## src/rtl/nps_pkg.sv

```systemverilog
// shared constants and types for the nine-patch rectangle splitter
package nps_pkg;

	localparam int COORD_BITS = 16;
	localparam int FRAME_BITS = 15;
	localparam int IN_W       = 16;
	localparam int OUT_W      = COORD_BITS + 1;
	localparam int EDGE_W     = COORD_BITS + 2;
	localparam int NUM_W      = COORD_BITS + FRAME_BITS;
	localparam int DEN_W      = FRAME_BITS + 1;
	localparam int DIV_SPS    = 2;
	localparam int DIV_STAGES = (COORD_BITS + DIV_SPS - 1) / DIV_SPS;
	localparam int VLD_N      = DIV_STAGES + 4;

	localparam int PATCH_COUNT = 9;
	localparam int IDX_W       = 4;
	localparam int IN_FIELDS   = 8;
	localparam int IN_DATA_W   = IN_FIELDS * IN_W;
	localparam int OUT_RAW_W   = IDX_W + 8 * OUT_W;
	localparam int OUT_DATA_W  = ((OUT_RAW_W + 7) / 8) * 8;
	localparam int PAD_W       = OUT_DATA_W - OUT_RAW_W;

	localparam int ADDR_W = 4;
	localparam int APB_W  = 32;

	typedef logic signed [EDGE_W-1:0] edge_t;
	typedef logic [COORD_BITS-1:0]    quo_t;
	typedef logic [FRAME_BITS-1:0]    frame_t;

	typedef enum logic [1:0] {
		REG_FRAME_LEFT   = 2'd0,
		REG_FRAME_TOP    = 2'd1,
		REG_FRAME_RIGHT  = 2'd2,
		REG_FRAME_BOTTOM = 2'd3
	} reg_idx_t;

	typedef struct packed {
		frame_t left;
		frame_t top;
		frame_t right;
		frame_t bottom;
	} frames_t;

	typedef struct packed {
		edge_t e0;
		edge_t e1;
		edge_t e2;
		edge_t e3;
		logic  fold;
		logic  zero_sum;
	} axis_t;

	typedef struct packed {
		logic  empty;
		axis_t sx;
		axis_t sy;
		axis_t dx;
		axis_t dy;
	} grid_t;

endpackage

```

## src/rtl/nps_front.sv

```systemverilog
// input register, grid edges and fold-point products (stages s1 to s3)
module nps_front (
	input  logic                          clk,
	input  logic                          en,
	input  logic [nps_pkg::IN_DATA_W-1:0] in_data,
	input  nps_pkg::frames_t              frames,
	output nps_pkg::grid_t                grid_s3,
	output logic [nps_pkg::NUM_W-1:0]     num_x_s3,
	output logic [nps_pkg::NUM_W-1:0]     num_y_s3,
	output logic [nps_pkg::DEN_W-1:0]     den_x_s3,
	output logic [nps_pkg::DEN_W-1:0]     den_y_s3
);
	import nps_pkg::*;

	edge_t crd_s1 [IN_FIELDS];
	grid_t grid_c;
	grid_t grid_s2;
	quo_t  span_x_c;
	quo_t  span_y_c;
	quo_t  span_x_s2;
	quo_t  span_y_s2;

	function automatic edge_t sext_in(input logic [IN_W-1:0] v);
		logic signed [COORD_BITS-1:0] c;
		c = signed'(v[COORD_BITS-1:0]);
		return edge_t'(c);
	endfunction

	function automatic axis_t make_axis(input edge_t lo, input edge_t hi,
			input frame_t a, input frame_t b, input logic may_fold);
		axis_t r;
		r.e0 = lo;
		r.e1 = lo + edge_t'(a);
		r.e2 = hi - edge_t'(b);
		r.e3 = hi;
		r.fold = may_fold && (r.e1 > r.e2);
		r.zero_sum = (a == '0) && (b == '0);
		return r;
	endfunction

	always_ff @(posedge clk) begin
		if (en) begin
			for (int i = 0; i < IN_FIELDS; i++) begin
				crd_s1[i] <= sext_in(in_data[i*IN_W +: IN_W]);
			end
		end
	end

	always_comb begin
		grid_c.empty = (crd_s1[2] <= crd_s1[0]) || (crd_s1[3] <= crd_s1[1]) ||
			(crd_s1[6] <= crd_s1[4]) || (crd_s1[7] <= crd_s1[5]);
		grid_c.sx = make_axis(crd_s1[0], crd_s1[2], frames.left, frames.right, 1'b0);
		grid_c.sy = make_axis(crd_s1[1], crd_s1[3], frames.top, frames.bottom, 1'b0);
		grid_c.dx = make_axis(crd_s1[4], crd_s1[6], frames.left, frames.right, 1'b1);
		grid_c.dy = make_axis(crd_s1[5], crd_s1[7], frames.top, frames.bottom, 1'b1);
		span_x_c = quo_t'(crd_s1[6] - crd_s1[4]);
		span_y_c = quo_t'(crd_s1[7] - crd_s1[5]);
	end

	always_ff @(posedge clk) begin
		if (en) begin
			grid_s2   <= grid_c;
			span_x_s2 <= span_x_c;
			span_y_s2 <= span_y_c;
		end
	end

	always_ff @(posedge clk) begin
		if (en) begin
			grid_s3  <= grid_s2;
			num_x_s3 <= NUM_W'(span_x_s2) * NUM_W'(frames.left);
			num_y_s3 <= NUM_W'(span_y_s2) * NUM_W'(frames.top);
			den_x_s3 <= DEN_W'(frames.left) + DEN_W'(frames.right);
			den_y_s3 <= DEN_W'(frames.top) + DEN_W'(frames.bottom);
		end
	end

endmodule

```

## config.mk

```make
export PLATFORM = sky130hd
export DESIGN_NAME = nps_front
export DESIGN_NICKNAME = d
export VERILOG_FILES = /design/src/rtl/nps_pkg.sv /design/src/rtl/nps_front.sv
export SDC_FILE = /design/constraint.sdc
export NUM_CORES = 2
export LEC_CHECK = 0
export ABC_AREA = 1
export CAP_MARGIN = 20
export CORE_MARGIN = 8
export CORE_UTILIZATION = 35
export CTS_CLUSTER_DIAMETER = 80
export DETAILED_ROUTE_END_ITERATION = 10
export DONT_BUFFER_PORTS = 1
export GPL_TIMING_DRIVEN = 0
export PLACE_DENSITY_LB_ADDON = 0.1
export SLEW_MARGIN = 10
export SYNTH_ARGS = -nofsm -noshare
export SYNTH_HDL_FRONTEND = slang
export SYNTH_SLANG_ARGS = --single-unit
```

## constraint.sdc

```tcl
create_clock -name clk -period 7.66 [get_ports clk]
set_input_delay 0.766 -clock clk [delete_from_list [all_inputs] [get_ports clk]]
set_output_delay 0.766 -clock clk [all_outputs]
set_load 0.05 [all_outputs]
```

## Word level (Yosys, flattened, before mapping)

Memories as Yosys holds them, arrays and structs flattened.
Index checks and enable logic that the tools add are counted.

- Register bits after elaboration: 712
- Memory bits (writable): 144
- Input port bits: 190
- Output and inout bits: 391
- Word-level logic and storage cells: 80
- Memories kept: 1

- $add $sub $neg: 12
- Multiply operators: 2
- Magnitude comparators: 6
- Multiplexer cells: 2
- Reduce and logical (&&, ||, !) cells: 9

Memory list:

| memory | words | bits a word | rd ports | clocked after memory_dff | write ports | line | text |
|---|---|---|---|---|---|---|---|
| crd_s1 | 8 | 18 | 8 | 0 | 8 | nps_front.sv:15 | `edge_t crd_s1 [IN_FIELDS];` |

Operator list:

| cell | count |
|---|---|
| $add A18 B16 Y18 | 4 |
| $le A18 B18 Y1 | 4 |
| $sub A18 B16 Y18 | 4 |
| $mul A16 B15 Y31 | 2 |
| $logic_not A15 Y1 | 4 |
| $gt A18 B18 Y1 | 2 |
| $add A15 B15 Y16 | 2 |
| $sub A16 B16 Y16 | 2 |
| $logic_or A1 B1 Y1 | 3 |
| $logic_and A1 B1 Y1 | 2 |
| $mux W1 | 2 |

## Depth between registers and ports, before layout

An unclocked memory read counts as a cell.

- Depth in word-level cells: 5
- Mapped depth: 26
- Mapped depth without buffers: 24

## Worst setup path before layout

No wires, ideal clock.

- Kind: in2reg
- Start point: input port frames[45] (netlist bit)
- End point: register num_x_s3[24] (netlist bit), data pin
- Arrival: 5576 ps
- Data required time: 7401 ps
- Path slack: 1825 ps
- Stages: 24
- Path through: clkbuf_1 clkbuf_1 nand2_1 inv_1 fa_1 inv_1 fa_1 inv_1 fa_1 inv_1 fa_1 inv_1 fa_1 inv_1 fa_1 inv_1 ha_1 nand2_1 inv_1 a21oi_1 nor2_1 o21ai_1 nand3_1 xor2_1

- Longest elaborated chain between the ends: 1

RTL lines:

| element | line | text |
|---|---|---|
| start, declared | nps_front.sv:6 | `input nps_pkg::frames_t frames,` |
| $mul A16 B15 Y31 | nps_front.sv:71 | `num_x_s3 <= NUM_W'(span_x_s2) * NUM_W'(frames.left);` |
| end signal, assigned | nps_front.sv:71 |  |
| end, declared | nps_front.sv:8 | `output logic [nps_pkg::NUM_W-1:0] num_x_s3,` |

No other way between the ends.
A chain may end at the register's enable or synchronous reset.

## Worst setup path in the final report

- Start point: input port frames[51] (netlist bit)
- End point: register num_x_s3[19] (netlist bit), data pin

The elaborated chain is that of the path after synthesis.

==> qor.yml <==
cap_violations: 0
grt_max_degree: 294
cts-htree-levels: 3
area_delta_synth_final_pct: 11.3
port-buffer-count: 0
synth.avg_cell_area_um2: 10.4
finalMaxSlewViolations: 0
ys_seq_area_frac: 0.461
critPathRequiredTime_ps: 8050
finalSetupTns_ps: 0
synthCells: 5039
fp-row-count: 142
cts_root_buf: "clkbuf_16"
start_util: 0.352
yosys.cell_types.count: 48
reg2regPathDepth: 19
dr.pass1.iters: 5
postCtsSetupBuffers: 0
place_ws_ps: 509
coreArea_um2: 150000
skew_ps: 70.9
antenna_found_initial: 27
drc: 0
dr_total_vias: 34595
holdBufCountCts: 0
place_congestion: 0.887
setup_slack_ps: 1210
viasPerCell: 4.78
ys_warn_count: 0
ios: 581
fmax_mhz: 155
wirelength_mm: 166
ys.flop_type: "edfxtp_1"
hold_violations: 0
cts_resized: 0
start_kind: "input port"
hp-class: "in -> reg"
clk_pin_slew_ps: 60
grt_setup_unrepaired: "no"
relSlewSlack: 0.297
startpoint: "frames[51]"
finalCriticalPeriod_ps: 6450
grt_pass1_wl_mm: 240
ys_seq_elements: 808
synth-edff-count: 808
cts_tree: "built"
grt-ovfl-total: 0
period_share: 0.842
wire_per_inst_um: 22.9
hpwlAfterDp_mm: 135
worst_pin_slew_ps: 1050
drtAntennaViolNets: 0
cts_made_buffers: 95
grt_pass1_vias: 35343
cts_sinks: 808
fp.dieW_um: 404
crit_type: "in -> reg"
worstReg2RegStart: "span_x_s2[11]"
outcome: "finished, final reports clean"
drive_gt1_frac: 0.0494
arrival_ps: 6840
syn_area_um2: 52600
crit_path_end_kind: "register"
endpoint: "num_x_s3[19]"
clk_latency_ps: 740
r2r_setup_slack_ps: 1250
track_usage: 0.200
r2r_end: "num_x_s3[26]"
clock_path_buffers: 3
chipHeight_um: 404
drt_first_iter_violations: 2138
crit_fanout: 10
nets: 6144
synthArstFlopShare: 0
finalSetupViolCount: 0
dieArea_um2: 163000
area by class of cell:
| type | count | area, um^2 |
|---|---|---|
| Fill cell | 14959 | 91100 |
| Sequential cell | 808 | 24300 |
| Multi-Input combinational cell | 3049 | 23800 |
| Inverter | 1071 | 4020 |
| Tap cell | 2016 | 2520 |
| Clock buffer | 104 | 2410 |
| Clock inverter | 71 | 843 |
| Buffer | 112 | 495 |
| Timing Repair Buffer | 5 | 138 |
| Antenna cell | 8 | 20.0 |
worst max-delay path, stage by stage:
cell      delay [ps]
clkbuf_1         610
clkbuf_1         480
nand2_1          150
fa_1             540
fa_1             560
inv_1             70
fa_1             550
fa_1             420
fa_1             490
inv_1             50
fa_1             470
inv_1             40
ha_1             370
nand2_2           90
o21ai_1          180
inv_1             80
o21ai_0          290
a21oi_1           90
xnor2_1          530
kinds of logic after synthesis:
family	after synthesis	synth area share
other cells	1	0.0000713
compound gates	469	0.0513
buf+inv	1183	0.0858
fa+ha+maj	812	0.246
simple gates	1577	0.124
xor+xnor	189	0.0315
flops	808	0.461
per-layer routing:
metal | vias to the layer above | GRT usage | wire, um
met3 | 207 | 0.0566 | 12300
met5 | - | 0 | 64
met2 | 941 | 0.338 | 78800
li1 | 16423 | - | -
met4 | 10 | 0.0529 | 4370
met1 | 17014 | 0.251 | 70500
through the flow:
stage | cells | util | hold slack, ps | cell area [um^2]
after floorplan | 5040 | - | 400 | 52600
after detailed placement | 7060 | 0.369 | 405 | 55200
after CTS | 7235 | 0.391 | 51.8 | 58500
after global placement | 7056 | 0.369 | 400 | 55100
final | 7244 | 0.391 | 117 | 58500
after global routing | 7238 | 0.391 | 77.7 | 58500
state kept, by name, indices dropped and copies added (netlist names):
signal and flops:
span_y_s2 16, crd_s1 128, grid_s3 277, span_x_s2 16, grid_s2 277, num_y_s3 31
num_x_s3 31, den_x_s3 16, den_y_s3 16
worst min-delay path by stage:
stage	from	cells after the start	slack (ps)	end
6_report	in_data[42]	0	120	crd_s1[0][46]
5_1_grt	in_data[42]	0	80	crd_s1[0][46]
4_1_cts	in_data[33]	0	50	crd_s1[0][37]
3_5_place_dp	grid_s2[141]	0	400	grid_s3[141]
3_3_place_gp	grid_s2[283]	0	400	grid_s3[283]
2_1_floorplan	grid_s2[0]	0	400	grid_s3[0]
synth_stat cells, types with 2 or more instances:
master | instances | area, um^2
o21bai_1 | 17 | 128
nand2_1 | 1065 | 4000
a211oi_1 | 3 | 22.5
nand4_1 | 33 | 206
o211ai_1 | 3 | 22.5
nor2_1 | 213 | 800
a21oi_2 | 13 | 114
o21ai_1 | 16 | 80.1
xor2_1 | 142 | 1240
o211ai_2 | 2 | 25.0
nand3_2 | 7 | 70.1
o21a_1 | 10 | 75.1
edfxtp_1 | 808 | 24300
nand2_2 | 24 | 150
o21ai_2 | 15 | 131
nor4_1 | 15 | 93.8
a21boi_1 | 6 | 45.0
inv_2 | 8 | 30.0
ha_1 | 440 | 5510
inv_1 | 1063 | 3990
nor4_2 | 2 | 25.0
nor3_1 | 36 | 180
a31oi_1 | 9 | 56.3
clkbuf_1 | 92 | 345
buf_4 | 20 | 150
a21o_1 | 26 | 195
a21boi_0 | 5 | 37.5
nor2_2 | 5 | 31.3
nor3_2 | 5 | 50.1
fa_1 | 372 | 7450
xnor2_1 | 47 | 412
a21oi_1 | 238 | 1190
nand3_1 | 151 | 756
o21ai_0 | 98 | 490
nand3b_1 | 17 | 128
placed cells by master (no fill, tap or decap), types with 13 or more instances in the layout:
cell and instances:
a21o_1 26, a21oi_1 238, a21oi_2 13, buf_4 20, bufinv_16 13, clkbuf_1 101, clkbuf_16 95, clkinv_1 20
clkinv_2 14, edfxtp_1 808, fa_1 372, ha_1 440, inv_1 1063, nand2_1 1065, nand2_2 24, nand3_1 151
nand3b_1 17, nand4_1 33, nor2_1 213, nor3_1 36, nor4_1 15, o21ai_0 98, o21ai_1 16, o21ai_2 15
o21bai_1 17, xnor2_1 47, xor2_1 142
Power is left out: the tool's default activity adds up to more than one toggle a clock period on the data nets, which glitch-free logic cannot reach.
