## src/rtl/nps_pkg.sv

```systemverilog
// shared constants and types for the nine-patch rectangle splitter
package nps_pkg;

	localparam int COORD_BITS = 16;
	localparam int FRAME_BITS = 15;
	localparam int IN_W       = 16;
	localparam int OUT_W      = COORD_BITS + 1;
	localparam int EDGE_W     = COORD_BITS + 2;
	localparam int NUM_W      = COORD_BITS + FRAME_BITS;
	localparam int DEN_W      = FRAME_BITS + 1;
	localparam int DIV_SPS    = 2;
	localparam int DIV_STAGES = (COORD_BITS + DIV_SPS - 1) / DIV_SPS;
	localparam int VLD_N      = DIV_STAGES + 4;

	localparam int PATCH_COUNT = 9;
	localparam int IDX_W       = 4;
	localparam int IN_FIELDS   = 8;
	localparam int IN_DATA_W   = IN_FIELDS * IN_W;
	localparam int OUT_RAW_W   = IDX_W + 8 * OUT_W;
	localparam int OUT_DATA_W  = ((OUT_RAW_W + 7) / 8) * 8;
	localparam int PAD_W       = OUT_DATA_W - OUT_RAW_W;

	localparam int ADDR_W = 4;
	localparam int APB_W  = 32;

	typedef logic signed [EDGE_W-1:0] edge_t;
	typedef logic [COORD_BITS-1:0]    quo_t;
	typedef logic [FRAME_BITS-1:0]    frame_t;

	typedef enum logic [1:0] {
		REG_FRAME_LEFT   = 2'd0,
		REG_FRAME_TOP    = 2'd1,
		REG_FRAME_RIGHT  = 2'd2,
		REG_FRAME_BOTTOM = 2'd3
	} reg_idx_t;

	typedef struct packed {
		frame_t left;
		frame_t top;
		frame_t right;
		frame_t bottom;
	} frames_t;

	typedef struct packed {
		edge_t e0;
		edge_t e1;
		edge_t e2;
		edge_t e3;
		logic  fold;
		logic  zero_sum;
	} axis_t;

	typedef struct packed {
		logic  empty;
		axis_t sx;
		axis_t sy;
		axis_t dx;
		axis_t dy;
	} grid_t;

endpackage

```

## src/rtl/nps_div.sv

```systemverilog
// pipelined restoring divider, two quotient bits per stage
module nps_div (
	input  logic                      clk,
	input  logic                      en,
	input  logic [nps_pkg::NUM_W-1:0] dividend,
	input  logic [nps_pkg::DEN_W-1:0] divisor,
	output nps_pkg::quo_t             quotient
);
	import nps_pkg::*;

	logic [DEN_W-1:0] rem_in  [DIV_STAGES];
	logic [NUM_W-1:0] num_in  [DIV_STAGES];
	logic [DEN_W-1:0] den_in  [DIV_STAGES];
	quo_t             quo_in  [DIV_STAGES];
	logic [DEN_W-1:0] rem_out [DIV_STAGES];
	quo_t             quo_out [DIV_STAGES];
	logic [DEN_W-1:0] rem_s   [DIV_STAGES];
	quo_t             quo_s   [DIV_STAGES];
	logic [NUM_W-1:0] num_s   [DIV_STAGES-1];
	logic [DEN_W-1:0] den_s   [DIV_STAGES-1];

	function automatic logic [DEN_W+COORD_BITS-1:0] div_stage(input int g,
			input logic [DEN_W-1:0] rem, input logic [NUM_W-1:0] num,
			input logic [DEN_W-1:0] den, input quo_t quo);
		logic [DEN_W:0]   t;
		logic [DEN_W-1:0] r;
		quo_t             q;
		int               b;
		r = rem;
		q = quo;
		for (int j = 0; j < DIV_SPS; j++) begin
			b = COORD_BITS - 1 - (g * DIV_SPS + j);
			if (b >= 0) begin
				t = {r, num[b]};
				if (t >= {1'b0, den}) begin
					t = t - {1'b0, den};
					q[b] = 1'b1;
				end
				r = t[DEN_W-1:0];
			end
		end
		return {r, q};
	endfunction

	for (genvar g = 0; g < DIV_STAGES; g++) begin : g_stage
		if (g == 0) begin : g_first
			assign rem_in[g] = DEN_W'(dividend[NUM_W-1:COORD_BITS]);
			assign num_in[g] = dividend;
			assign den_in[g] = divisor;
			assign quo_in[g] = '0;
		end else begin : g_next
			assign rem_in[g] = rem_s[g-1];
			assign num_in[g] = num_s[g-1];
			assign den_in[g] = den_s[g-1];
			assign quo_in[g] = quo_s[g-1];
		end

		assign {rem_out[g], quo_out[g]} =
			div_stage(g, rem_in[g], num_in[g], den_in[g], quo_in[g]);

		always_ff @(posedge clk) begin
			if (en) begin
				rem_s[g] <= rem_out[g];
				quo_s[g] <= quo_out[g];
			end
		end

		if (g < DIV_STAGES - 1) begin : g_pass
			always_ff @(posedge clk) begin
				if (en) begin
					num_s[g] <= num_in[g];
					den_s[g] <= den_in[g];
				end
			end
		end
	end

	assign quotient = quo_s[DIV_STAGES-1];

endmodule

```

## config.mk

```make
export PLATFORM = sky130hd
export DESIGN_NAME = nps_div
export DESIGN_NICKNAME = d
export VERILOG_FILES = /design/src/rtl/nps_pkg.sv /design/src/rtl/nps_div.sv
export SDC_FILE = /design/constraint.sdc
export NUM_CORES = 1
export LEC_CHECK = 0
export BUFFER_PORTS_ARGS = -buffer_cell sky130_fd_sc_hd__buf_2
export CAP_MARGIN = 30
export CORE_ASPECT_RATIO = 0.5
export CORE_MARGIN = 2
export CORE_UTILIZATION = 66
export CTS_BUF_LIST = sky130_fd_sc_hd__clkbuf_4
export CTS_CLUSTER_DIAMETER = 200
export DETAILED_ROUTE_END_ITERATION = 10
export GPL_TIMING_DRIVEN = 0
export PLACE_DENSITY = 0.82
export SYNTH_ARGS = -nofsm -noshare
export SYNTH_HDL_FRONTEND = slang
export SYNTH_SLANG_ARGS = --single-unit
```

## constraint.sdc

```tcl
create_clock -name clk -period 8.4 [get_ports clk]
set_clock_uncertainty 0.2 [all_clocks]
set_input_delay 1.68 -clock clk [delete_from_list [all_inputs] [get_ports clk]]
set_output_delay 1.68 -clock clk [all_outputs]
set_load 0.005 [all_outputs]
```

### Word-level counts from Yosys, hierarchy flattened

Memory sizes are Yosys's and may differ from the RTL's.
Cells that the tools add are included.

| operators by class | value |
|---|---|
| add/sub/neg operators | 16 |
| order comparisons | 16 |
| mux-type cells | 34 |

Operators with widths:

| cell | number |
|---|---|
| 16-bit 2-to-1 mux | 16 |
| 16-bit subtractor | 16 |
| 17-bit by 16-bit greater-or-equal comparator with 1-bit output | 15 |
| 1-bit 2-to-1 mux | 18 |
| 16-bit greater-or-equal comparator | 1 |

| storage, ports and cells | value |
|---|---|
| register bits | 0 |
| bits in writable memories | 585 |
| input port bits | 49 |
| output and inout port bits | 16 |
| word-level logic and storage cells | 70 |
| memories | 4 |

Memories:

| name | depth | bits a word | read ports | clocked after Yosys merged registers in | write ports | RTL line | RTL |
|---|---|---|---|---|---|---|---|
| num_s | 7 | 31 | 7 | 0 | 7 | nps_div.sv:19 | `logic [NUM_W-1:0] num_s [DIV_STAGES-1];` |
| quo_s | 8 | 16 | 8 | 0 | 8 | nps_div.sv:18 | `quo_t quo_s [DIV_STAGES];` |
| rem_s | 8 | 16 | 7 | 0 | 8 | nps_div.sv:17 | `logic [DEN_W-1:0] rem_s [DIV_STAGES];` |
| den_s | 7 | 16 | 7 | 0 | 7 | nps_div.sv:20 | `logic [DEN_W-1:0] den_s [DIV_STAGES-1];` |

### Logic depth before layout (Yosys ltp)

An unclocked memory read counts as a cell.

| logic depth | value |
|---|---|
| word-level depth | 5 |
| gate-level depth with buffers | 23 |

### Least setup slack after synthesis

OpenSTA, ideal clock, no wires.

| timing | value |
|---|---|
| path type | input to register |
| from | in dividend[15] in the netlist's numbering |
| to | mem rem_s[0][10] in the netlist's numbering, data pin |
| data arrival time | 6.195 ns |
| required time | 7.938 ns |
| setup slack | 1.743 ns |
| stages on the path | 20 |
| buffers on the path | 1 |
| path through | inv_1 -> ha_1 -> inv_1 -> fa_1 -> a211o_1 -> o211ai_1 -> a211oi_1 -> o31ai_2 -> inv_1 -> mux2_2 -> ha_1 -> a21o_1 -> or3_1 -> o21ai_0 -> o21ai_1 -> a221oi_1 -> nand2b_1 -> nand2_1 -> buf_2 -> mux2_1 |

RTL lines:

| item | RTL line | RTL |
|---|---|---|
| start, declared | nps_div.sv:5 | `input logic [nps_pkg::NUM_W-1:0] dividend,` |
| end, declared | nps_div.sv:17 |  |

==> PnR_summary.wiki <==
{| class="wikitable"
! Metric !! Value
|-
| Overall die area || 0.0394 sq mm
|-
| Estimated wirelength of the detail-placed design || 40.4 mm
|-
| Library cell contributing the largest single delay on the critical path || o31ai_2
|-
| Class of the worst hold path || reg -> reg
|-
| Antenna violations before repair || 1
|-
| Global router's overall resource usage || 26.3%
|-
| Die height || 141 um
|-
| Number of max-capacitance violations reported || 0
|-
| Fin worst setup slack || 1.23 ns
|-
| Launching instance or port of the critical path || dividend[15]
|-
| R2r worst-path depth || 20
|-
| Remaining antenna violation count || 0
|-
| Number of warnings printed during yosys synthesis || 0
|-
| Final sum of negative setup slack || 0 ns
|-
| Count of cell types in the netlist || 89
|-
| Netlist area before placement || 0.0249 sq mm
|-
| Number of instances resized during post-cts repair || 0
|-
| Mapped Avg Cell Area || 10.7 sq um
|-
| Net total in the final layout || 2805
|-
| Worst rel slew slack || 49.9%
|-
| Cell breakdown of the critical path || buf_2 > inv_1 > ha_1 > inv_1 > fa_1 > a211o_1 > o211ai_1 > a211oi_1 > o31ai_2 > inv_1 > mux2_2 > ha_1 > a21o_1 > or3_1 > o21ai_0 > o21ai_1 > a221oi_1 > nand2b_1 > nand2_1 > buf_2 > mux2_1
|-
| Global-route wire length before repair || 83.9 mm
|-
| Fraction of the mapped netlist area in simple logic gates || 10.4%
|-
| Syn Inst Count || 2335
|-
| Top library cells by usage in the layout, fill and taps aside || 352 x edfxtp_1, 256 x ha_1, 219 x inv_1
|-
| Post-synth top area share || 42.4%
|-
| Routed via count divided by cell count || 5.95
|-
| Most repeated library cell on the critical path || inv_1
|-
| Share of cells above drive strength 1 || 14.4%
|-
| Largest family of logic cells by synthesized area || compound AO/OA/AOI/OAI gates
|-
| Fin. Hold Viols || 0
|-
| Post-detailed-routing wire length || 51.6 mm
|-
| Mux cell area share after synthesis || 6.86%
|-
| Commonest non-fill, non-tap cell in the layout || edfxtp_1
|-
| Biggest area consumer among synthesized cells || edfxtp_1
|-
| Top-Level Pins || 65
|-
| Initial Util || 66.8%
|-
| Outcome || finished clean
|-
| Number of cells in the finished layout apart from fillers || 3031
|-
| Number of max-slew violations in the final report || 0
|-
| Count of flip-flops with a built-in enable after synthesis || 352
|-
| Arrival time of the worst setup path || 7.45 ns
|-
| Cts bufs inserted || 81
|-
| Number of detailed-routing iterations run before antenna repair || 5
|-
| Dominant cells by area after synthesis || edfxtp_1 42%, ha_1 13%, mux2_2 5.1%
|-
| RSZ-0062 raised after global routing || false
|-
| Area added between synthesis and finish || 7.99%
|-
| Inst Count DP || 2896
|-
| Critical register-to-register path startpoint || den_s[2][1]
|-
| Core Region || 0.0373 sq mm
|-
| Max clock buf depth || 3
|-
| Number of clock sinks || 352
|-
| Average routed wire per standard cell || 17.0 um
|-
| Pin slew with the least headroom to its limit || 0.747 ns
|-
| Number of cell rows || 50
|-
| Data required time of the worst path || 8.68 ns
|-
| Instance count along the most critical hold path || 0
|-
| Iteration-0 DRC Markers || 818
|-
| Critical path fanouts, max || 10
|-
| Kind of capture point of the worst setup path || register
|-
| Post-synthesis register bit count || 352
|-
| Nets in the synthesized netlist || 2655
|-
| Post-synthesis sequential area ratio || 42.4%
|-
| Number of endpoints failing setup at the final stage || 0
|-
| Number of setup buffers added after CTS || 0
|-
| Startpoint of the most critical hold path || quo_s[1][27]
|-
| Remaining routing DRC violations || 0
|-
| Total via count in the routed design || 18046
|-
| Pin count of the biggest net entering global routing || 134
|-
| Clock tree root buffer cell || clkbuf_4
|-
| Share of synthesized registers carrying an async set or reset || 0%
|-
| Die Span X || 279 um
|-
| Clk_lat worst skew || 0.75 ns
|-
| CTS Hold Buffers Added || 0
|-
| Global route overflow || 0
|-
| CTS tree || yes
|-
| Synth Area in Compound Gates || 15.9%
|-
| Synth Flop Type || edfxtp_1
|-
| Routability-driven placement congestion ratio || 0.958
|-
| CTS clock-pin slew for the worst setup and hold paths || 0.08 ns
|-
| Period Utilization, post-route || 85.3%
|-
| Min Clock Period, post-route || 7.17 ns
|-
| Pre-CTS setup slack || 0.512 ns
|-
| Quantity of I/O buffers inserted on ports || 64
|-
| Adder and majority gate portion of the synthesized area || 14.1%
|-
| Delay of the slowest cell on the worst path || 0.68 ns
|-
| Launching element type of the critical path || input port
|-
| Post-route standard cell area excluding fillers || 0.0269 sq mm
|-
| Number of levels the H-tree was split into || 3
|-
| Post-detailed-placement cell area || 0.0260 sq mm
|-
| Vias in the first global route || 18005
|-
| Worst Setup Path Type || in -> reg
|-
| Post-Synth XOR/XNOR Area || 6.19%
|-
| Fmax || 140 MHz
|}
==> sequential cells by signal, summed over array words and instances, names as in the netlist <==
register,flops
den_s,112
num_s,56
quo_s,72
rem_s,112
==> worst paths after layout <==
kind / to / slack [ns]
worst max-delay path: rem_s[0][7] / 1.23
worst min-delay path: quo_s[1][43] / 0.21
worst max register to register: rem_s[3][13] / 1.66
worst min register to register: quo_s[1][43] / 0.21
==> layout make-up <==
type	instances	area, sq um
multi-input cells	1726	13300
flip-flops and latches	352	10600
fillers	2752	10400
clock buffers	120	901
inverters	222	833
well taps	494	618
repair buffers	67	413
plain buffers	35	189
clock inverters	14	57.6
diodes	1	2.50
==> cell families (layout without fill, tap and decap cells) <==
| group | count (synthesis) | after routing |
|---|---|---|
| simple gates | 528 | 528 |
| fa+ha+maj | 271 | 271 |
| other cells | 0 | 1 |
| xor+xnor | 176 | 176 |
| buf+inv | 257 | 458 |
| mux | 151 | 151 |
| compound gates | 600 | 600 |
| flops | 352 | 352 |
==> metal layers <==
layer | up-vias | global-route usage [%] | part of all wire, %
li1 | 9069 | - | -
met3 | 153 | 3.89 | 3.2
met2 | 407 | 49.8 | 52
met4 | 0 | 13.2 | 4.7
met5 | - | 0 | 0
met1 | 8417 | 29.1 | 40
==> through the flow <==
step	hold WS (ns)	util (%)
4_1_cts	0.197	72.2
3_3_place_gp	0.200	69.4
3_5_place_dp	0.205	69.6
6_report	0.208	72.2
5_1_grt	0.198	72.2
2_1_floorplan	0.200	-
==> synthesized netlist by cell type (8+ instances only) <==
library cell and number:
ha_1 256, nor2_1 127, xnor2_1 110, clkbuf_1 19, and3_1 21, o21a_1 40
o21bai_1 29, mux2i_1 11, o22ai_1 8, nor3_1 49, o31a_1 11, or3_1 11
o211ai_1 17, a21o_1 48, a211o_1 17, a21oi_1 164, o31ai_1 17, mux2_2 113
or2_2 9, nand4_1 38, fa_1 15, nand2b_1 26, xor2_1 66, nand3_1 36
nor4_1 8, a211oi_1 15, nand2_1 136, mux2_1 21, and4_1 10, edfxtp_1 352
a31oi_1 28, nor2b_1 27, inv_1 219, buf_2 9, o21ai_0 122
==> worst max-delay path, delay by kind of cell <==
kind / cells / cell delay, ns
AOI/OAI and AO/OA: 8 / 2.54
adders and majority gates: 3 / 0.92
buffers and inverters: 5 / 0.87
muxes: 2 / 0.71
and+or+nand+nor: 3 / 0.69
Power is not shown: default switching activity piles up to over one toggle a cycle in this logic, so the estimate is an artifact.
