### src/rtl/nps_pkg.sv
// shared constants and types for the nine-patch rectangle splitter
package nps_pkg;

	localparam int COORD_BITS = 16;
	localparam int FRAME_BITS = 15;
	localparam int IN_W       = 16;
	localparam int OUT_W      = COORD_BITS + 1;
	localparam int EDGE_W     = COORD_BITS + 2;
	localparam int NUM_W      = COORD_BITS + FRAME_BITS;
	localparam int DEN_W      = FRAME_BITS + 1;
	localparam int DIV_SPS    = 2;
	localparam int DIV_STAGES = (COORD_BITS + DIV_SPS - 1) / DIV_SPS;
	localparam int VLD_N      = DIV_STAGES + 4;

	localparam int PATCH_COUNT = 9;
	localparam int IDX_W       = 4;
	localparam int IN_FIELDS   = 8;
	localparam int IN_DATA_W   = IN_FIELDS * IN_W;
	localparam int OUT_RAW_W   = IDX_W + 8 * OUT_W;
	localparam int OUT_DATA_W  = ((OUT_RAW_W + 7) / 8) * 8;
	localparam int PAD_W       = OUT_DATA_W - OUT_RAW_W;

	localparam int ADDR_W = 4;
	localparam int APB_W  = 32;

	typedef logic signed [EDGE_W-1:0] edge_t;
	typedef logic [COORD_BITS-1:0]    quo_t;
	typedef logic [FRAME_BITS-1:0]    frame_t;

	typedef enum logic [1:0] {
		REG_FRAME_LEFT   = 2'd0,
		REG_FRAME_TOP    = 2'd1,
		REG_FRAME_RIGHT  = 2'd2,
		REG_FRAME_BOTTOM = 2'd3
	} reg_idx_t;

	typedef struct packed {
		frame_t left;
		frame_t top;
		frame_t right;
		frame_t bottom;
	} frames_t;

	typedef struct packed {
		edge_t e0;
		edge_t e1;
		edge_t e2;
		edge_t e3;
		logic  fold;
		logic  zero_sum;
	} axis_t;

	typedef struct packed {
		logic  empty;
		axis_t sx;
		axis_t sy;
		axis_t dx;
		axis_t dy;
	} grid_t;

endpackage

### src/rtl/nps_ser.sv
// holds one finished grid and sends its nine patches through the output register
module nps_ser (
	input  logic                           clk,
	input  logic                           arst_n,
	input  logic                           grid_valid,
	input  nps_pkg::grid_t                 grid,
	output logic                           take,
	output logic                           m_axis_tvalid,
	input  logic                           m_axis_tready,
	output logic [nps_pkg::OUT_DATA_W-1:0] m_axis_tdata,
	output logic                           m_axis_tlast
);
	import nps_pkg::*;

	logic                  busy_q;
	grid_t                 grid_q;
	logic [IDX_W-1:0]      idx_q;
	logic [1:0]            row_q;
	logic [1:0]            col_q;
	logic                  out_valid_q;
	logic [OUT_DATA_W-1:0] tdata_q;
	logic                  tlast_q;
	logic                  emit;
	logic                  fin;
	logic [OUT_DATA_W-1:0] data_c;

	function automatic edge_t pick(input axis_t a, input logic [1:0] k);
		edge_t e;
		unique case (k)
			2'd0: e = a.e0;
			2'd1: e = a.e1;
			2'd2: e = a.e2;
			2'd3: e = a.e3;
		endcase
		return e;
	endfunction

	assign emit = busy_q && (!out_valid_q || m_axis_tready);
	assign fin  = emit && (idx_q == IDX_W'(PATCH_COUNT - 1));
	assign take = !busy_q || fin;

	always_comb begin
		edge_t sl;
		edge_t st;
		edge_t sr;
		edge_t sb;
		edge_t dl;
		edge_t dt;
		edge_t dr;
		edge_t db;
		sl = pick(grid_q.sx, col_q);
		sr = pick(grid_q.sx, 2'(col_q + 2'd1));
		st = pick(grid_q.sy, row_q);
		sb = pick(grid_q.sy, 2'(row_q + 2'd1));
		dl = pick(grid_q.dx, col_q);
		dr = pick(grid_q.dx, 2'(col_q + 2'd1));
		dt = pick(grid_q.dy, row_q);
		db = pick(grid_q.dy, 2'(row_q + 2'd1));
		data_c = {{PAD_W{1'b0}}, db[OUT_W-1:0], dr[OUT_W-1:0], dt[OUT_W-1:0],
			dl[OUT_W-1:0], sb[OUT_W-1:0], sr[OUT_W-1:0], st[OUT_W-1:0],
			sl[OUT_W-1:0], idx_q};
		if (grid_q.empty) begin
			data_c = '0;
		end
	end

	always_ff @(posedge clk or negedge arst_n) begin
		if (!arst_n) begin
			busy_q <= 1'b0;
			idx_q  <= '0;
			row_q  <= '0;
			col_q  <= '0;
		end else if (take && grid_valid) begin
			busy_q <= 1'b1;
			idx_q  <= '0;
			row_q  <= '0;
			col_q  <= '0;
		end else if (fin) begin
			busy_q <= 1'b0;
		end else if (emit) begin
			idx_q <= idx_q + 1'b1;
			if (col_q == 2'd2) begin
				col_q <= '0;
				row_q <= row_q + 1'b1;
			end else begin
				col_q <= col_q + 1'b1;
			end
		end
	end

	always_ff @(posedge clk) begin
		if (take && grid_valid) begin
			grid_q <= grid;
		end
	end

	always_ff @(posedge clk or negedge arst_n) begin
		if (!arst_n) begin
			out_valid_q <= 1'b0;
		end else if (emit) begin
			out_valid_q <= 1'b1;
		end else if (m_axis_tready) begin
			out_valid_q <= 1'b0;
		end
	end

	always_ff @(posedge clk) begin
		if (emit) begin
			tdata_q <= data_c;
			tlast_q <= !grid_q.empty && (idx_q == IDX_W'(PATCH_COUNT - 1));
		end
	end

	assign m_axis_tvalid = out_valid_q;
	assign m_axis_tdata  = tdata_q;
	assign m_axis_tlast  = tlast_q;

endmodule

### config.mk
export PLATFORM = sky130hd
export DESIGN_NAME = nps_ser
export DESIGN_NICKNAME = d
export VERILOG_FILES = /design/src/rtl/nps_pkg.sv /design/src/rtl/nps_ser.sv
export SDC_FILE = /design/constraint.sdc
export NUM_CORES = 1
export LEC_CHECK = 0
export ABC_AREA = 1
export BUFFER_PORTS_ARGS = -buffer_cell sky130_fd_sc_hd__buf_4
export CORE_UTILIZATION = 35
export CTS_CLUSTER_DIAMETER = 50
export DETAILED_ROUTE_END_ITERATION = 6
export SLEW_MARGIN = 15
export SYNTH_ARGS = -nofsm -noshare
export SYNTH_HDL_FRONTEND = slang
export SYNTH_SLANG_ARGS = --single-unit
### constraint.sdc
create_clock -name clk -period 21.1 [get_ports clk]
set_clock_uncertainty 0.1 [all_clocks]
set_input_delay 4.22 -clock clk [delete_from_list [all_inputs] [get_ports clk]]
set_output_delay 4.22 -clock clk [all_outputs]
set_load 0.03 [all_outputs]
Word level (Yosys, flattened, before mapping)
Index checks and enable logic that the tools add are counted.
{"block": "classes", "addsub": 3, "n_reduce_logical": 19, "mux": 23, "n_eq_ne": 14}
{"op": "17-bit case mux with 4 select lines", "n": 8}
{"op": "2-bit equality test (second input constant)", "n": 8}
{"op": "2-bit 2-to-1 mux", "n": 8}
{"op": "4-bit 2-to-1 mux", "n": 3}
{"op": "2-bit by 1-bit equality test with 1-bit output (second input constant)", "n": 4}
{"op": "2-bit logical NOT", "n": 4}
{"op": "2-bit nonzero test", "n": 4}
{"op": "2-bit by 1-bit adder with 2-bit output (second input constant)", "n": 2}
{"op": "4-bit by 1-bit adder with 4-bit output (second input constant)", "n": 1}
{"op": "4-bit equality test (second input constant)", "n": 1}
{"op": "1-bit logical AND", "n": 4}
{"op": "1-bit 2-to-1 mux", "n": 4}
{"op": "1-bit logical NOT", "n": 3}
{"op": "3-bit AND reduction", "n": 1}
{"op": "1-bit logical OR", "n": 2}
{"op": "2-bit by 1-bit inequality test with 1-bit output (second input constant)", "n": 1}
{"op": "2-bit AND reduction", "n": 1}
{"block": "totals", "regBits": 428, "output_inout_bits": 147, "inputBits": 301, "elab_cells": 84}

Depth between registers and ports, before layout
Gate-level depths: netlist of run 1.
{"block": "depth", "word_depth": 8, "depth_mapped": 9, "ltp_nobuf": 9}

Worst setup path before layout of run 1
OpenSTA, ideal clock, no wires.
{"block": "synth_timing", "path_kind": "input-to-reg", "startpoint": "input m_axis_tready", "endpoint": "register idx_q[0]", "path_slack_ns": 8.644, "path_stages": 6, "setup_time_ns": 0.163, "t_arrival_ns": 12.193, "n_path_buf": 0, "required_time_ns": 20.837, "cell_sequence": "inv_1 -> a21oi_1 -> nand2_1 -> nand2_1 -> nand2_1 -> nor2_1"}
{"block": "synth_via", "elab_chain_len": 7, "elab_cells_between_ends": 9, "cone_classes": "eq/ne (1); mux (1); reduce/logical (7)"}
{"item": "start, declared", "line_no": "nps_ser.sv:9", "source": "input logic m_axis_tready,"}
{"item": "1-bit logical OR (*)", "line_no": "nps_ser.sv:38", "source": "assign emit = busy_q && (!out_valid_q || m_axis_tready);"}
{"item": "1-bit logical AND (*)", "line_no": "nps_ser.sv:38"}
{"item": "via emit", "line_no": "nps_ser.sv:23", "source": "logic emit;"}
{"item": "1-bit logical AND", "line_no": "nps_ser.sv:39", "source": "assign fin = emit && (idx_q == IDX_W'(PATCH_COUNT - 1));"}
{"item": "1-bit logical OR", "line_no": "nps_ser.sv:40", "source": "assign take = !busy_q || fin;"}
{"item": "1-bit logical AND", "line_no": "nps_ser.sv:73", "source": "end else if (take && grid_valid) begin"}
{"item": "2-bit by 1-bit inequality test with 1-bit output (no source line) / 2-bit nonzero test (equally long branches)"}
{"item": "2-bit AND reduction (no source line)"}
{"item": "end signal, assigned", "line_no": "nps_ser.sv:81", "source": "idx_q <= idx_q + 1'b1;"}
{"item": "end, declared", "line_no": "nps_ser.sv:17", "source": "logic [IDX_W-1:0] idx_q;"}
Mark *: on every way through the listed nets, which the timed path passes. The rest lies on a longest branch.
A chain may end at the register's enable or synchronous reset.

Final worst setup path of run 1
{"block": "layout_timing", "startpoint": "input m_axis_tready", "endpoint": "output take"}
{"block": "layout_via", "elab_chain_len": 4}
{"item": "1-bit logical OR", "line_no": "nps_ser.sv:38"}
{"item": "1-bit logical AND", "line_no": "nps_ser.sv:38"}
{"item": "1-bit logical AND", "line_no": "nps_ser.sv:39"}
{"item": "1-bit logical OR", "line_no": "nps_ser.sv:40"}
{"item": "end, declared", "line_no": "nps_ser.sv:7", "source": "output logic take,"}
Every way passes these cells.

==> reports/qor.txt, run 1 <==
Peak VDD IR: 0.0876 mV
TritonCTS clock tree: yes
Htree depth: 2
Crit path kind: primary input to primary output
Die area: 0.0489 sq mm
Largest net degree at the start of global routing: 128
Core Box Area: 0.0470 sq mm
Vias per std cell: 5.24
Tcrit/Tclk final: 43.4%
Startpoint types: primary input
Post-route ant nets: 0
HPWL Detailed: 31.0 mm
Slew Limit Headroom: 26.3%
Post-CTS Hold Buffers: 0
Yosys top cell by area: edfxtp_1
Final WL: 50.8 mm
Post-DP Area: 0.0205 sq mm
Max FO, Critical Path: 3
Post-Place Cells: 2275
CP endpoint kind: primary output
RSZ-0062 raised after global routing: false
Number of setup buffers added after CTS: 0
PD cells: 147 mW/mm^2
CTS max path bufs: 3
Worst Tran Pin Value: 1110 ps
Number of global-route vias before repair: 12431
Fraction of registers with async set/reset: 2.36%
IO Count: 448
Total chip power: 3.26 mW
Die W: 221 microns
P_leak: 8.34 nW
Fmax: 109 MHz
# rows: 79
GPL Wtd Cong: 0.798
Syn Area/Cell: 12.8 sq um
Final TNS setup: 0 ps
Critical path data arrival time: 4840 ps
Cell Area, Synth: 0.0168 sq mm
Most frequent cell after synthesis: edfxtp_1
Top cells by count, synth: edfxtp_1, nand2_1, o21ai_0
Remaining DRCs: 0
Nets: 2029
Layout Cells excl Fill: 2372
Synth Instances: 1314
CP Data Required Time: 16780 ps
Final setup fails: 0
Final hold vios: 0
Wire per inst: 21.4 microns
Drt pass-1 iters: 5
Synth warn: 0
Prevailing post-synth register cell: edfxtp_1
Post-CTS Resized: 0
1st-iter DRT viols: 983
Clk sink count: 424
Synth area leaders: edfxtp_1, nand2_1, o21ai_0, a31oi_1, a21oi_1
Skew-Pair Late Insertion Delay: 570 ps
Slew Viols, Final: 0
Ratio of cells with drive above 1 in the final layout: 29.6%
GRT Residual Overflow: 0
Max-Cap Viols: 0
Initial core utilization: 35.8%
All-Layer GR Usage: 20.2%
Area Growth Syn to Fin: 31.7%
Synth Register Bits: 424
Port buffer count: 419
Initial antenna violation count: 4
Post-synth EDFFs: 414
Clock root cell: clkbuf_16
Min Clock Period, post-route: 9160 ps
Cell variety after synth: 21
Number of CTS-inserted buffers: 50
Non-Filler Cell Area, Final: 0.0221 sq mm
Reg clk slew, reported paths: 60 ps
First-pass GRT wire length: 74.1 mm
Register area share after synthesis: 75.5%
Die Ht: 221 microns
HP Class: flop to flop
Post-synth top area share: 74.0%
Run status: finished, final reports clean
Vias post-DR: 12436
-- cell usage in the layout, fill, tap and decap left out, types with 12 or more instances in the layout --
cell / instances
buf_4: 438
o21ai_0: 159
clkbuf_1: 12
nand4_1: 18
nor2_1: 14
nand2_1: 360
clkbuf_16: 51
edfxtp_1: 414
a21oi_1: 72
a31oi_1: 116
inv_1: 32
-- critical path, stage by stage --
cell and delay, ps:
buf_4 110, inv_1 100, nand2_1 90, nand2_1 70, nand2_1 80, buf_4 180
-- area by class of cell --
cell class,instances,area (sq um)
well taps,607,759
multi-input cells,769,3650
flip-flops and latches,424,12700
clock buffers,63,1320
fillers,4135,24800
diodes,4,10.0
clock inverters,30,265
repair buffers,438,3290
inverters,37,149
-- logic make-up (layout without fill, tap and decap cells) --
family / count (synthesis) / in the layout / share of synthesized area [%]
adders and majority gates: 8 / 8 / 0.596
other: 1 / 8 / 0.0223
DFF: 424 / 424 / 75.5
and+or+nand+nor: 400 / 400 / 9.33
AOI/OAI and AO/OA: 357 / 357 / 11.5
buffers and inverters: 124 / 568 / 3.02
-- through the flow --
stage	setup WS (ps)	util [%]	hold slack (ps)
2_1_floorplan	8640	-	370
3_3_place_gp	11920	43.7	421
3_5_place_dp	11940	43.7	456
4_1_cts	11940	47.1	473
5_1_grt	11870	47.1	499
6_report	11940	47.1	473
-- where the power goes --
group	switching, mW	leakage [nW]	internal, mW
combinational	0.795	3.53	0.327
clock	0.343	0.768	0.493
sequential	0.0888	4.04	1.21
-- path summary, 6_finish.rpt --
check / startpoint / end / slack (ps) / depth (start not counted)
max: m_axis_tready / take / 11940 / 6
min in group asynchronous: arst_n / idx_q[0] / 3370 / 1
max in group asynchronous: arst_n / idx_q[3] / 17370 / 1
max reg2reg: idx_q[0] / grid_q[116] / 16570 / 10
min: busy_q / m_axis_tvalid / 470 / 2
min reg2reg: busy_q / m_axis_tvalid / 470 / 2
-- registers in the layout (all words and copies together), names as in the netlist --
signal         count
m_axis_tlast       1
idx_q              4
busy_q             1
m_axis_tvalid      1
row_q              2
grid_q           273
col_q              2
m_axis_tdata     140
-- layer usage --
metal,GRT usage (%),routed length (microns),vias up
met2,33.2,24500,651
met3,3.85,3770,148
met5,0,0,-
li1,-,-,5634
met1,25.0,20200,6003
met4,11.6,2400,0
Note: power is estimated with default switching activity, not from simulation.
==> run 2: changes to the inputs <==
==> constraint.sdc (replaced) <==
create_clock -name clk -period 7.6 [get_ports clk]
set_clock_uncertainty 0.1 [all_clocks]
set_input_delay 1.52 -clock clk [delete_from_list [all_inputs] [get_ports clk]]
set_output_delay 1.52 -clock clk [all_outputs]
set_load 0.03 [all_outputs]
==> run 2 against run 1 <==
Against the previous run:
- register-to-register slack lost 13000 ps
- count of clock-buffer cells in the layout up 5
- critical path type is now primary input to flop
- combinational power grew to 2.8 times the previous value
- total power grew to 2.8 times the previous value
- critical endpoint is now grid_q[81]
==> reports/qor.txt, run 2 (synthesis gave the netlist of run 1 again) <==
Net Sw Frac: 37.0%
Flop pwr share: 39.7%
Vias post-DR: 12302
Wire per inst: 21.2 microns
TritonCTS clock tree: yes
IO Count: 448
Most common cell after layout, fill and taps aside: buf_4
Peak VDD IR: 0.211 mV
Final setup fails: 0
First-pass GRT wire length: 74.3 mm
Fillcell total: 4101
1st-iter DRT viols: 879
Final TNS setup: 0 ps
Final worst setup slack: 3450 ps
Most frequent cells in the layout: buf_4, edfxtp_1, nand2_1
GPL Wtd Cong: 0.808
Crit path kind: primary input to flop
Met2 routed WL: 25.4 mm
Slew Viols, Final: 0
Initial antenna violation count: 5
Post-CTS Hold Buffers: 0
Critical path data arrival time: 4230 ps
Post-CTS Resized: 0
Drt pass-1 iters: 6
RR Endpoint: grid_q[81]
Number of CTS-inserted buffers: 50
CP endpoint kind: flop
HPWL Detailed: 30.4 mm
Final WL: 50.2 mm
Worst-case reg-to-reg path depth: 10
Share of total power in the clock network: 26.2%
Largest net degree at the start of global routing: 194
Max FO, Critical Path: 193
FF+latch area: 0.0127 sq mm
Clk sink count: 424
Port buffer count: 419
HP Class: flop to flop
Uppermost layer routed: met4
All-Layer GR Usage: 20.1%
Max reg flops: 273
Largest register by flop count: grid_q
Hold Startpoint: busy_q
Hold Path Depth: 2
Remaining DRCs: 0
Nets: 2026
Number of setup buffers added after CTS: 0
Htree depth: 2
Fmax: 241 MHz
M1 WL: 19.7 mm
Post-route ant nets: 0
Skew-Pair Late Insertion Delay: 570 ps
Min Clock Period, post-route: 4150 ps
Die Ht: 221 microns
Reg clk slew, reported paths: 50 ps
P_leak: 8.35 nW
Vias per std cell: 5.20
PD cells: 410 mW/mm^2
Final hold slack: 454 ps
WHS Endpoint: m_axis_tvalid
Die area: 0.0489 sq mm
Net switching power: 3.37 mW
Area Growth Syn to Fin: 32.0%
Startpoint types: primary input
Core Box Area: 0.0470 sq mm
Slew Limit Headroom: 25.9%
Max-Cap Viols: 0
# rows: 79
Internal Power: 5.73 mW
Flop2flop setup slack: 3760 ps
Dpl ws: 2910 ps
Worst Tran Pin Value: 1110 ps
Initial core utilization: 35.8%
Tcrit/Tclk final: 54.6%
GRT Residual Overflow: 0
RSZ-0062 raised after global routing: false
Run status: finished, final reports clean
Ratio of cells with drive above 1 in the final layout: 29.5%
Clock root cell: clkbuf_16
CTS max path bufs: 3
Routed wl met3: 3.13 mm
Multi-input logic area: 0.00365 sq mm
Die W: 221 microns
Comb power frac: 34.2%
Total chip power: 9.10 mW
FF-to-FF Start: idx_q[0]
CP Data Required Time: 7680 ps
Final hold vios: 0
Number of global-route vias before repair: 12455
run 2: stage by stage:
step | utilization, % | std cells | cell area [sq um]
2_1_floorplan | - | 1317 | 16800
3_3_place_gp | 43.7 | 2272 | 20500
3_5_place_dp | 43.7 | 2272 | 20500
4_1_cts | 47.2 | 2362 | 22200
5_1_grt | 47.2 | 2367 | 22200
6_report | 47.2 | 2367 | 22200
run 2: worst max-delay path: stages:
cell        delay (ps)
buf_4               70
inv_1               60
nand2_1            100
nand2_1             60
nand2_1             90
nand2_1            220
clkinvlp_4         170
buf_12             710
buf_4              910
run 2: power by group through the flow:
| stage | Combinational (mW) | Sequential (mW) | Clock [mW] |
|---|---|---|---|
| 2_1_floorplan | 1.19 | 4.33 | 0 |
| 3_3_place_gp | 3.08 | 3.63 | 0 |
| 3_5_place_dp | 3.13 | 3.65 | 0 |
| 4_1_cts | 3.13 | 3.61 | 2.44 |
| 5_1_grt | 3.32 | 3.67 | 2.52 |
| 6_report | 3.11 | 3.61 | 2.38 |
run 2: worst max path at each step:
stage | slack [ps] | depth (start not counted) | to | from
6_report | 3450 | 9 | grid_q[81] | m_axis_tready
5_1_grt | 3180 | 9 | grid_q[99] | m_axis_tready
4_1_cts | 3530 | 9 | grid_q[81] | m_axis_tready
3_5_place_dp | 2910 | 9 | grid_q[45] | m_axis_tready
3_3_place_gp | 2940 | 9 | grid_q[99] | m_axis_tready
2_1_floorplan | 720 | 6 | grid_q[100] | m_axis_tready
run 2: per-layer routing:
metal,track usage [%],up-vias
met5,0,-
met4,10.6,0
met2,34.4,540
met1,24.2,6007
met3,3.65,129
li1,-,5626
run 2: layout make-up:
type                       count  area share (%)
sequential                   424            57.2
multi-input combinational    769            16.5
timing repair buffer         435            14.8
clock buffer                  68            6.23
tap                          607            3.42
clock inverter                22            1.14
inverter                      37           0.654
antenna                        5          0.0564
